$ cat config.mk
export PLATFORM = sky130hd
export DESIGN_NAME = priority_tone_melody_sequencer
export DESIGN_NICKNAME = d
export VERILOG_FILES = /design/src/rtl/ptms_pkg.sv /design/src/rtl/priority_tone_melody_sequencer.sv
export SDC_FILE = /design/constraint.sdc
export NUM_CORES = 1
export LEC_CHECK = 0
export BUFFER_PORTS_ARGS = -buffer_cell sky130_fd_sc_hd__buf_2
export CAP_MARGIN = 20
export CORE_MARGIN = 2
export CORE_UTILIZATION = 46
export DETAILED_ROUTE_END_ITERATION = 12
export SLEW_MARGIN = 20
export SYNTH_ARGS = -nofsm -noshare
export SYNTH_HDL_FRONTEND = slang
export SYNTH_SLANG_ARGS = --single-unit
$ cat constraint.sdc
create_clock -name clk -period 10.25 [get_ports clk]
set_clock_uncertainty 0.05 [all_clocks]
set_input_delay 2.05 -clock clk [delete_from_list [all_inputs] [get_ports clk]]
set_output_delay 2.05 -clock clk [all_outputs]
set_load 0.02 [all_outputs]
$ cat src/rtl/ptms_pkg.sv
// Package for the priority tone and melody sequencer.
// Holds payload structs, command and mode codes, and the pitch table.
// No dependencies.
package ptms_pkg;

  localparam int MELODY_DEPTH = 16;
  localparam int STEP_IDX_W   = (MELODY_DEPTH > 1) ? $clog2(MELODY_DEPTH) : 1;
  localparam int STEP_CNT_W   = $clog2(MELODY_DEPTH + 1);

  localparam int          NOTE_COUNT       = 13;
  localparam logic [15:0] NOTE_LENGTH_INIT = 16'd80;
  localparam logic [15:0] REST_CODE_INIT   = 16'd0;

  // Configuration register indexes (byte address 4*i)
  localparam logic REG_REST_CODE   = 1'b0;
  localparam logic REG_NOTE_LENGTH = 1'b1;

  typedef enum logic [2:0] {
    CMD_TICK   = 3'd0,
    CMD_TONE   = 3'd1,
    CMD_MELODY = 3'd2,
    CMD_NOTE   = 3'd3,
    CMD_STOP   = 3'd4
  } cmd_t;

  typedef enum logic [3:0] {
    MODE_IDLE    = 4'b0001,
    MODE_TONE    = 4'b0010,
    MODE_MELODY  = 4'b0100,
    MODE_LOADING = 4'b1000
  } mode_t;

  typedef struct packed {
    logic [2:0]  command;
    logic [15:0] frequency;
    logic [15:0] duration;
    logic [1:0]  priority_req;
    logic [3:0]  note_index;
    logic        last_step;
  } in_t;

  typedef struct packed {
    logic [15:0] tone_freq;
    logic        playing;
    logic        accepted;
  } out_t;

  typedef struct packed {
    logic [15:0] duration;
    logic [15:0] frequency;
  } step_t;

  // Equal-tempered pitches C5 up to A6
  function automatic logic [15:0] pitch_of(input logic [3:0] idx);
    logic [15:0] p;
    case (idx)
      4'd0:    p = 16'd523;
      4'd1:    p = 16'd587;
      4'd2:    p = 16'd659;
      4'd3:    p = 16'd698;
      4'd4:    p = 16'd784;
      4'd5:    p = 16'd880;
      4'd6:    p = 16'd988;
      4'd7:    p = 16'd1047;
      4'd8:    p = 16'd1175;
      4'd9:    p = 16'd1319;
      4'd10:   p = 16'd1397;
      4'd11:   p = 16'd1568;
      4'd12:   p = 16'd1760;
      default: p = 16'd0;
    endcase
    return p;
  endfunction

endpackage

$ cat src/rtl/priority_tone_melody_sequencer.sv
// Priority tone and melody sequencer, top level.
// Depends on ptms_pkg for payload structs, codes and the pitch table.
//
// Usage:
//   in channel  : one command per transfer (tick, tone, melody step, table
//                 note, stop), packed as ptms_pkg::in_t on in_data.
//   out channel : one ptms_pkg::out_t result per command: frequency now driven
//                 (0 is silent), playing flag, and priority-check outcome.
//   cfg port    : APB-style, rest_code at byte 0, note_length_ms at byte 4,
//                 16-bit values in a 32-bit data word; pready is always high.
// Timing:
//   All state updates at the input transfer edge; the result is loaded into the output
//   register at that same edge. One command per cycle is sustained while the receiver does not stall.
// Stall:
//   While the output register holds a result that the receiver stalls,
//   in_stall is raised and no command is taken; full rate resumes once it drains.
// Reset:
//   rst_n low clears mode, priority and counters and loads rest_code 0 and
//   note_length_ms 80. The step store is not cleared; only entries written by
//   the current load are ever read.
module priority_tone_melody_sequencer
  import ptms_pkg::*;
(
  input  logic        clk,
  input  logic        rst_n,

  input  logic        in_valid,
  output logic        in_stall,
  input  in_t         in_data,

  output logic        out_valid,
  input  logic        out_stall,
  output out_t        out_data,

  input  logic        cfg_psel,
  input  logic        cfg_penable,
  input  logic        cfg_pwrite,
  input  logic [2:0]  cfg_paddr,
  input  logic [31:0] cfg_pwdata,
  output logic [31:0] cfg_prdata,
  output logic        cfg_pready
);

  // ---------------------------------------------------------------------
  // Configuration registers
  // ---------------------------------------------------------------------
  logic [15:0] rest_code_r;
  logic [15:0] note_len_r;
  logic        cfg_wr;

  assign cfg_pready = 1'b1;
  assign cfg_wr     = cfg_psel && cfg_penable && cfg_pwrite && cfg_pready;

  always_ff @(posedge clk) begin
    if (!rst_n) begin
      rest_code_r <= REST_CODE_INIT;
      note_len_r  <= NOTE_LENGTH_INIT;
    end else if (cfg_wr) begin
      if (cfg_paddr[2] == REG_REST_CODE) begin
        rest_code_r <= cfg_pwdata[15:0];
      end else begin
        note_len_r <= cfg_pwdata[15:0];
      end
    end
  end

  always_comb begin
    if (cfg_paddr[2] == REG_NOTE_LENGTH) begin
      cfg_prdata = {16'd0, note_len_r};
    end else begin
      cfg_prdata = {16'd0, rest_code_r};
    end
  end

  // ---------------------------------------------------------------------
  // Handshake: one output register, input stalls only while it is blocked
  // ---------------------------------------------------------------------
  logic out_valid_r;
  out_t out_data_r;
  logic in_fire;

  assign in_stall  = out_valid_r && out_stall;
  assign in_fire   = in_valid && !in_stall;
  assign out_valid = out_valid_r;
  assign out_data  = out_data_r;

  // ---------------------------------------------------------------------
  // Sequencer state
  // ---------------------------------------------------------------------
  mode_t                 mode_r,    mode_nxt;
  logic [1:0]            prio_r,    prio_nxt;
  logic [15:0]           len_r,     len_nxt;     // tone length or current step length
  logic [15:0]           elapsed_r, elapsed_nxt;
  logic [STEP_CNT_W-1:0] total_r,   total_nxt;
  logic [STEP_CNT_W-1:0] pos_r,     pos_nxt;
  logic                  load_acc_r, load_acc_nxt;
  logic                  load_open_r, load_open_nxt;
  logic [15:0]           freq_r,    freq_nxt;

  step_t                 store_r [MELODY_DEPTH];
  logic                  st_wr_en;
  logic [STEP_IDX_W-1:0] st_wr_idx;
  logic [STEP_IDX_W-1:0] st_rd_idx;
  step_t                 st_rd;
  step_t                 st_first;

  logic                  acc;
  logic                  wins;
  logic [15:0]           el_inc;
  logic [STEP_CNT_W-1:0] pos_inc;
  cmd_t                  cmd;

  // Frequency 0 and the rest code both mean silence
  function automatic logic [15:0] sound_of(input logic [15:0] f, input logic [15:0] rc);
    return ((f == 16'd0) || (f == rc)) ? 16'd0 : f;
  endfunction

  assign cmd       = cmd_t'(in_data.command);
  assign wins      = (mode_r == MODE_IDLE) || (in_data.priority_req >= prio_r);
  assign el_inc    = (elapsed_r == 16'hFFFF) ? elapsed_r : elapsed_r + 16'd1;
  assign pos_inc   = pos_r + STEP_CNT_W'(1);
  // pos_inc is below total_r whenever it is used, so it fits the index
  assign st_rd_idx = pos_inc[STEP_IDX_W-1:0];
  assign st_rd     = store_r[st_rd_idx];

  always_comb begin
    mode_nxt      = mode_r;
    prio_nxt      = prio_r;
    len_nxt       = len_r;
    elapsed_nxt   = elapsed_r;
    total_nxt     = total_r;
    pos_nxt       = pos_r;
    load_acc_nxt  = load_acc_r;
    load_open_nxt = load_open_r;
    freq_nxt      = freq_r;
    st_wr_en      = 1'b0;
    st_wr_idx     = total_r[STEP_IDX_W-1:0];
    st_first      = store_r[0];
    acc           = 1'b0;

    case (cmd)
      CMD_TICK: begin
        if (mode_r == MODE_TONE) begin
          elapsed_nxt = el_inc;
          if (el_inc >= len_r) begin
            freq_nxt = 16'd0;
            mode_nxt = MODE_IDLE;
          end
        end else if (mode_r == MODE_MELODY) begin
          elapsed_nxt = el_inc;
          if (el_inc >= len_r) begin
            pos_nxt = pos_inc;
            if (pos_inc >= total_r) begin
              freq_nxt = 16'd0;
              mode_nxt = MODE_IDLE;
            end else begin
              // advance to the next stored step
              elapsed_nxt = 16'd0;
              freq_nxt    = sound_of(st_rd.frequency, rest_code_r);
              len_nxt     = st_rd.duration;
            end
          end
        end
      end

      CMD_TONE, CMD_NOTE: begin
        if (wins && ((cmd == CMD_TONE) || (in_data.note_index < 4'(NOTE_COUNT)))) begin
          acc           = 1'b1;
          freq_nxt      = (cmd == CMD_TONE) ? sound_of(in_data.frequency, rest_code_r)
                                            : sound_of(pitch_of(in_data.note_index),
                                                       rest_code_r);
          len_nxt       = (cmd == CMD_TONE) ? in_data.duration : note_len_r;
          elapsed_nxt   = 16'd0;
          mode_nxt      = MODE_TONE;
          prio_nxt      = in_data.priority_req;
          load_open_nxt = 1'b0;
          load_acc_nxt  = 1'b0;
        end
      end

      CMD_MELODY: begin
        // first step of a load runs the priority check
        if (!load_open_r) begin
          load_open_nxt = 1'b1;
          load_acc_nxt  = wins;
          if (wins) begin
            freq_nxt  = 16'd0;
            mode_nxt  = MODE_LOADING;
            prio_nxt  = in_data.priority_req;
            total_nxt = '0;
          end
        end
        // drop steps beyond the store depth
        if (load_acc_nxt && (total_nxt < STEP_CNT_W'(MELODY_DEPTH))) begin
          st_wr_en  = 1'b1;
          st_wr_idx = total_nxt[STEP_IDX_W-1:0];
          if (total_nxt == '0) begin
            st_first = '{duration: in_data.duration, frequency: in_data.frequency};
          end
          total_nxt = total_nxt + STEP_CNT_W'(1);
        end
        if (in_data.last_step) begin
          load_open_nxt = 1'b0;
          if (load_acc_nxt && (total_nxt != '0)) begin
            pos_nxt     = '0;
            elapsed_nxt = 16'd0;
            freq_nxt    = sound_of(st_first.frequency, rest_code_r);
            len_nxt     = st_first.duration;
            mode_nxt    = MODE_MELODY;
          end
        end
        acc = load_acc_nxt;
      end

      CMD_STOP: begin
        freq_nxt      = 16'd0;
        mode_nxt      = MODE_IDLE;
        prio_nxt      = 2'd0;
        load_open_nxt = 1'b0;
        load_acc_nxt  = 1'b0;
        acc           = 1'b1;
      end

      default: begin
        // unknown command: no change, not accepted
      end
    endcase
  end

  always_ff @(posedge clk) begin
    if (!rst_n) begin
      mode_r      <= MODE_IDLE;
      prio_r      <= 2'd0;
      len_r       <= 16'd0;
      elapsed_r   <= 16'd0;
      total_r     <= '0;
      pos_r       <= '0;
      load_acc_r  <= 1'b0;
      load_open_r <= 1'b0;
      freq_r      <= 16'd0;
    end else if (in_fire) begin
      mode_r      <= mode_nxt;
      prio_r      <= prio_nxt;
      len_r       <= len_nxt;
      elapsed_r   <= elapsed_nxt;
      total_r     <= total_nxt;
      pos_r       <= pos_nxt;
      load_acc_r  <= load_acc_nxt;
      load_open_r <= load_open_nxt;
      freq_r      <= freq_nxt;
    end
  end

  // Step store: payload only, written in load order
  always_ff @(posedge clk) begin
    if (in_fire && st_wr_en) begin
      store_r[st_wr_idx] <= '{duration: in_data.duration, frequency: in_data.frequency};
    end
  end

  // Result register: load on a transfer in, hold while stalled
  always_ff @(posedge clk) begin
    if (!rst_n) begin
      out_valid_r <= 1'b0;
    end else begin
      out_valid_r <= in_fire || (out_valid_r && out_stall);
    end
  end

  always_ff @(posedge clk) begin
    if (in_fire) begin
      out_data_r <= '{tone_freq: freq_nxt,
                      playing:   (mode_nxt != MODE_IDLE),
                      accepted:  acc};
    end
  end

  // ---------------------------------------------------------------------
  // Assertions
  // ---------------------------------------------------------------------
  a_stop_silences: assert property (@(posedge clk) disable iff (!rst_n)
    (in_fire && (in_data.command == CMD_STOP)) |=>
      (out_data.tone_freq == 16'd0) && !out_data.playing && out_data.accepted)
    else $error("stop did not silence the sequencer");

  a_tick_not_accepted: assert property (@(posedge clk) disable iff (!rst_n)
    (in_fire && (in_data.command == CMD_TICK)) |=> !out_data.accepted)
    else $error("tick reported as accepted");

  a_melody_pos: assert property (@(posedge clk) disable iff (!rst_n)
    (mode_r == MODE_MELODY) |-> (pos_r < total_r))
    else $error("melody position beyond stored steps");

  a_total_bound: assert property (@(posedge clk) disable iff (!rst_n)
    total_r <= STEP_CNT_W'(MELODY_DEPTH))
    else $error("step count beyond store depth");

  a_idle_silent: assert property (@(posedge clk) disable iff (!rst_n)
    ((mode_r == MODE_IDLE) || (mode_r == MODE_LOADING)) |-> (freq_r == 16'd0))
    else $error("sound driven while idle or loading");

endmodule

==> results.cfg <==
[status]
status = complete, no violations

[die]
die-height_um = 253
placementRows = 91
initial_core_util_pct = 46.3
floorplan.core_area_sq_mm = 0.0615
floorplan.die.width_um = 253
ios = 137
die_area_sq_mm = 0.0639

[pwr]
static-leakage-power_nw = 10.7
peakVddDrop_mv = 0.122
power.total_mw = 5.62
power_per_cell_area_mw_per_mm2 = 175

[critical_path]
crit_fanout = 36
critical-path-max-stage-delay_ps = 670
critPathCaptureType = flip-flop
worstPathBufferInverterCount = 4
critical_path.cell_chain = buf_2 > inv_1 > ha_1 > nand2b_1 > a211oi_1 > buf_4 > or2_2 > nand2_1 > ha_1 > nand2b_1 > o21ai_4 > buf_4 > mux2i_1 > a2bb2oi_1 > nand4_1 > a32o_1 > or3_1 > a41oi_1 > nor3b_1
critPathArrivalTime_ps = 6610
worst_path_dominant_cell_family = simple AND/OR/NAND/NOR gates
timing.critical_path.from_type = input pin
critical_path_s_slowest_cell = sky130_fd_sc_hd__nand4_1
worst_endpoint_required_time_ps = 10700
timing_worst_setup_path_type = in -> reg

[yosys]
synth_cells = 2035
synthArstFlopShare_pct = 0
cell_variety_after_synth = 78
ys_warn_count = 0
synth_enable_flop_cells = 530
seq_area_frac_synth_pct = 62.8
synth_area_sq_mm = 0.0285
synthFlopType = sky130_fd_sc_hd__edfxtp_1
ys_ff_latch = 629
post_synth.cell_area_avg_sq_um = 14.0

[drt]
drtIter0Drc = 2116
vias_per_cell = 6.25
drt-total-wl_mm = 81.7
vias = 18500
drt.antenna.violating_nets = 0
drt-wirelength-per-cell_um = 27.5
route.detailed.drc = 0
drtPass1Iterations = 5

[timing]
final.setup.worst_slack_ps = 4080
setup-tns-final_ps = 0
timing_worst_slew_pin_value_ps = 1090
report.final.hold_viol_count = 0
worst_hold_slack_ps = 425
setup_viol = 0
highest_achievable_clock_rate_mhz = 162
shortest_clock_period_the_worst_path_allows_after_layout_ps = 6170
post-route-period-util_pct = 60.2
maxSlewHeadroom_pct = 27.2
rsz0062_at_grt = no
final_report_max_slew_violation_count = 0

[cts]
cts_inserted_buffers = 69
tritoncts = built
cts.path.max_buffers = 3
max_h_tree_level = 3
clk_pin_slew_ps = 60
post_cts.resized_instances = 0
clock-sinks = 629
clock-root-buffer = sky130_fd_sc_hd__clkbuf_16
post_cts_hold_buffer_count = 0
clock_latency_at_the_later_pin_of_the_worst_skew_pair_ps = 610
post_cts_buffers = 0

[placement]
place.port_buffers = 101
hpwl_mm = 49.5
gpl.final_weighted_congestion = 0.895
placed_cells_incl_taps = 2845
post-place-ws_ps = 3540
placedInstanceArea_sq_mm = 0.0299

[grt]
first_pass_grt_wire_length_mm = 119
groute.usage.overall_pct = 25.7
first_global_vias = 17900
largest_net_degree_at_the_start_of_global_routing = 101
antenna_found_initial = 3
grt_remaining_overflow = 0

[final_layout]
num-nets-final = 2244
multi_input_gate_area_in_the_final_layout_sq_mm = 0.00994
ff_latch_area_sq_mm = 0.0179
final-instance-count-excl-fill = 2969
fillerInstances = 5139
fin_util_pct = 52.2
final_layout_size_suffix_gt1_share_pct = 20.9
final_area_sq_mm = 0.0321
syn2layout_area_growth_pct = 12.8

[min_path]
holdCritPathClass = reg -> reg

[run]
timing.max_cap.violations = 0
path summary, 6_finish.rpt:
path                             startpoint                 endpoint  slack, ps  depth (start not counted)
hold reg to reg      len_r[12]$_SDFFE_PN0P_   len_r[12]$_SDFFE_PN0P_        420                          2
hold / removal       len_r[12]$_SDFFE_PN0P_   len_r[12]$_SDFFE_PN0P_        420                          2
setup reg to reg  elapsed_r[4]$_SDFFE_PN0P_   freq_r[6]$_SDFFE_PN0P_       4500                         19
setup / recovery                 in_data[5]  freq_r[12]$_SDFFE_PN0P_       4080                         19
metal layers:
layer	GRT usage, %	part of all wire, %	wire (um)	vias up
li1	-	-	-	8011
met1	38.6	44	36100	9499
met2	37.9	44	35900	889
met3	4.78	9.3	7570	142
met4	7.78	2.5	2070	4
met5	0	0.034	28	-
layout by cell type (no fill, tap or decap), types with 15 or more instances in the layout:
master,count
sky130_fd_sc_hd__xnor2_1,34
sky130_fd_sc_hd__o22ai_1,21
sky130_fd_sc_hd__nand4_1,16
sky130_fd_sc_hd__inv_1,45
sky130_fd_sc_hd__mux2_2,36
sky130_fd_sc_hd__a21oi_1,131
sky130_fd_sc_hd__nand2_1,231
sky130_fd_sc_hd__a22oi_1,39
sky130_fd_sc_hd__buf_2,101
sky130_fd_sc_hd__nor2_4,15
sky130_fd_sc_hd__clkbuf_16,70
sky130_fd_sc_hd__dfxtp_1,98
sky130_fd_sc_hd__mux4_2,137
sky130_fd_sc_hd__edfxtp_1,530
sky130_fd_sc_hd__o21ai_0,52
sky130_fd_sc_hd__mux2i_1,33
sky130_fd_sc_hd__buf_4,42
sky130_fd_sc_hd__conb_1,17
sky130_fd_sc_hd__nor2_1,101
sky130_fd_sc_hd__nand3_1,43
sky130_fd_sc_hd__nor3_1,29
sky130_fd_sc_hd__ha_1,33
sky130_fd_sc_hd__a211oi_1,39
sky130_fd_sc_hd__xor2_1,30
synth_stat cells, types with 6 or more instances:
cell                       instances  area, sq um
sky130_fd_sc_hd__o21a_1           10         75.1
sky130_fd_sc_hd__buf_1             9         33.8
sky130_fd_sc_hd__nand3b_1          9         67.6
sky130_fd_sc_hd__mux2_2           36          405
sky130_fd_sc_hd__edfxtp_1        530        15900
sky130_fd_sc_hd__nor2_1          116          435
sky130_fd_sc_hd__nand2b_1         13         81.3
sky130_fd_sc_hd__nor2b_1          10         62.6
sky130_fd_sc_hd__nor3_1           29          145
sky130_fd_sc_hd__xnor2_1          34          298
sky130_fd_sc_hd__nand2_1         231          867
sky130_fd_sc_hd__o22ai_1          21          131
sky130_fd_sc_hd__a221oi_1          6         52.6
sky130_fd_sc_hd__buf_4            27          203
sky130_fd_sc_hd__and3_1           10         62.6
sky130_fd_sc_hd__a22oi_1          39          293
sky130_fd_sc_hd__mux2i_1          33          330
sky130_fd_sc_hd__a211oi_1         39          293
sky130_fd_sc_hd__o21ai_0          52          260
sky130_fd_sc_hd__o21bai_1          6         45.0
sky130_fd_sc_hd__mux4_2          137         3090
sky130_fd_sc_hd__a31oi_1          13         81.3
sky130_fd_sc_hd__o32ai_1          11         96.3
sky130_fd_sc_hd__ha_1             34          425
sky130_fd_sc_hd__nand3_1          43          215
sky130_fd_sc_hd__clkbuf_1         79          297
sky130_fd_sc_hd__nor3b_1          12         90.1
sky130_fd_sc_hd__xor2_1           30          263
sky130_fd_sc_hd__a21o_1           11         82.6
sky130_fd_sc_hd__a21oi_1         132          661
sky130_fd_sc_hd__nand4_1          16          100
sky130_fd_sc_hd__nor4_1           14         87.6
sky130_fd_sc_hd__inv_1            46          173
sky130_fd_sc_hd__dfxtp_1          99         1980
sky130_fd_sc_hd__buf_2            20          100
sequential cells by signal, summed over array words and instances (netlist names):
signal / count
store_r: 512
out_data: 18
elapsed_r: 16
freq_r: 16
len_r: 16
note_len_r: 16
rest_code_r: 16
pos_r: 5
total_r: 5
mode_r: 4
prio_r: 2
load_acc_r: 1
load_open_r: 1
out_valid: 1
where the power goes:
part | internal [mW] | switching (mW)
logic | 0.0896 | 0.217
clock network | 1.48 | 1.02
registers | 2.80 | 0.0210
total | 4.36 | 1.26
cell type report:
cell class	count	area share, %
sequential	629	55.7
multi-input combinational	1231	30.9
clock buffer	86	5.70
tap	790	3.08
timing repair buffer	144	2.62
clock inverter	37	1.31
inverter	51	0.596
antenna	1	0.00779
worst register-to-register path: stages (launching register included):
cell and delay (ps):
sky130_fd_sc_hd__dfxtp_1 330, sky130_fd_sc_hd__and3_1 230, sky130_fd_sc_hd__and4_1 240, sky130_fd_sc_hd__and4_1 240, sky130_fd_sc_hd__and4_1 250, sky130_fd_sc_hd__nand2b_1 370
sky130_fd_sc_hd__nor2b_1 430, sky130_fd_sc_hd__nand4_1 220, sky130_fd_sc_hd__xnor2_1 190, sky130_fd_sc_hd__ha_1 200, sky130_fd_sc_hd__or4_1 510, sky130_fd_sc_hd__a21oi_1 120
sky130_fd_sc_hd__o21ai_0 110, sky130_fd_sc_hd__nand2_1 80, sky130_fd_sc_hd__o221ai_1 320, sky130_fd_sc_hd__o21ai_1 350, sky130_fd_sc_hd__buf_4 310, sky130_fd_sc_hd__nand2b_1 690
sky130_fd_sc_hd__o32ai_1 200, sky130_fd_sc_hd__a21oi_1 230
cells by family after synthesis:
| group | share of synthesized area, % |
|---|---|
| compound gates | 8.57 |
| mux | 13.4 |
| other cells | 0.0264 |
| buf+inv | 3.05 |
| flops | 62.8 |
| fa+ha+maj | 1.49 |
| simple gates | 8.51 |
| xor+xnor | 2.08 |
No activity file was read; power rests on OpenSTA's default activity.
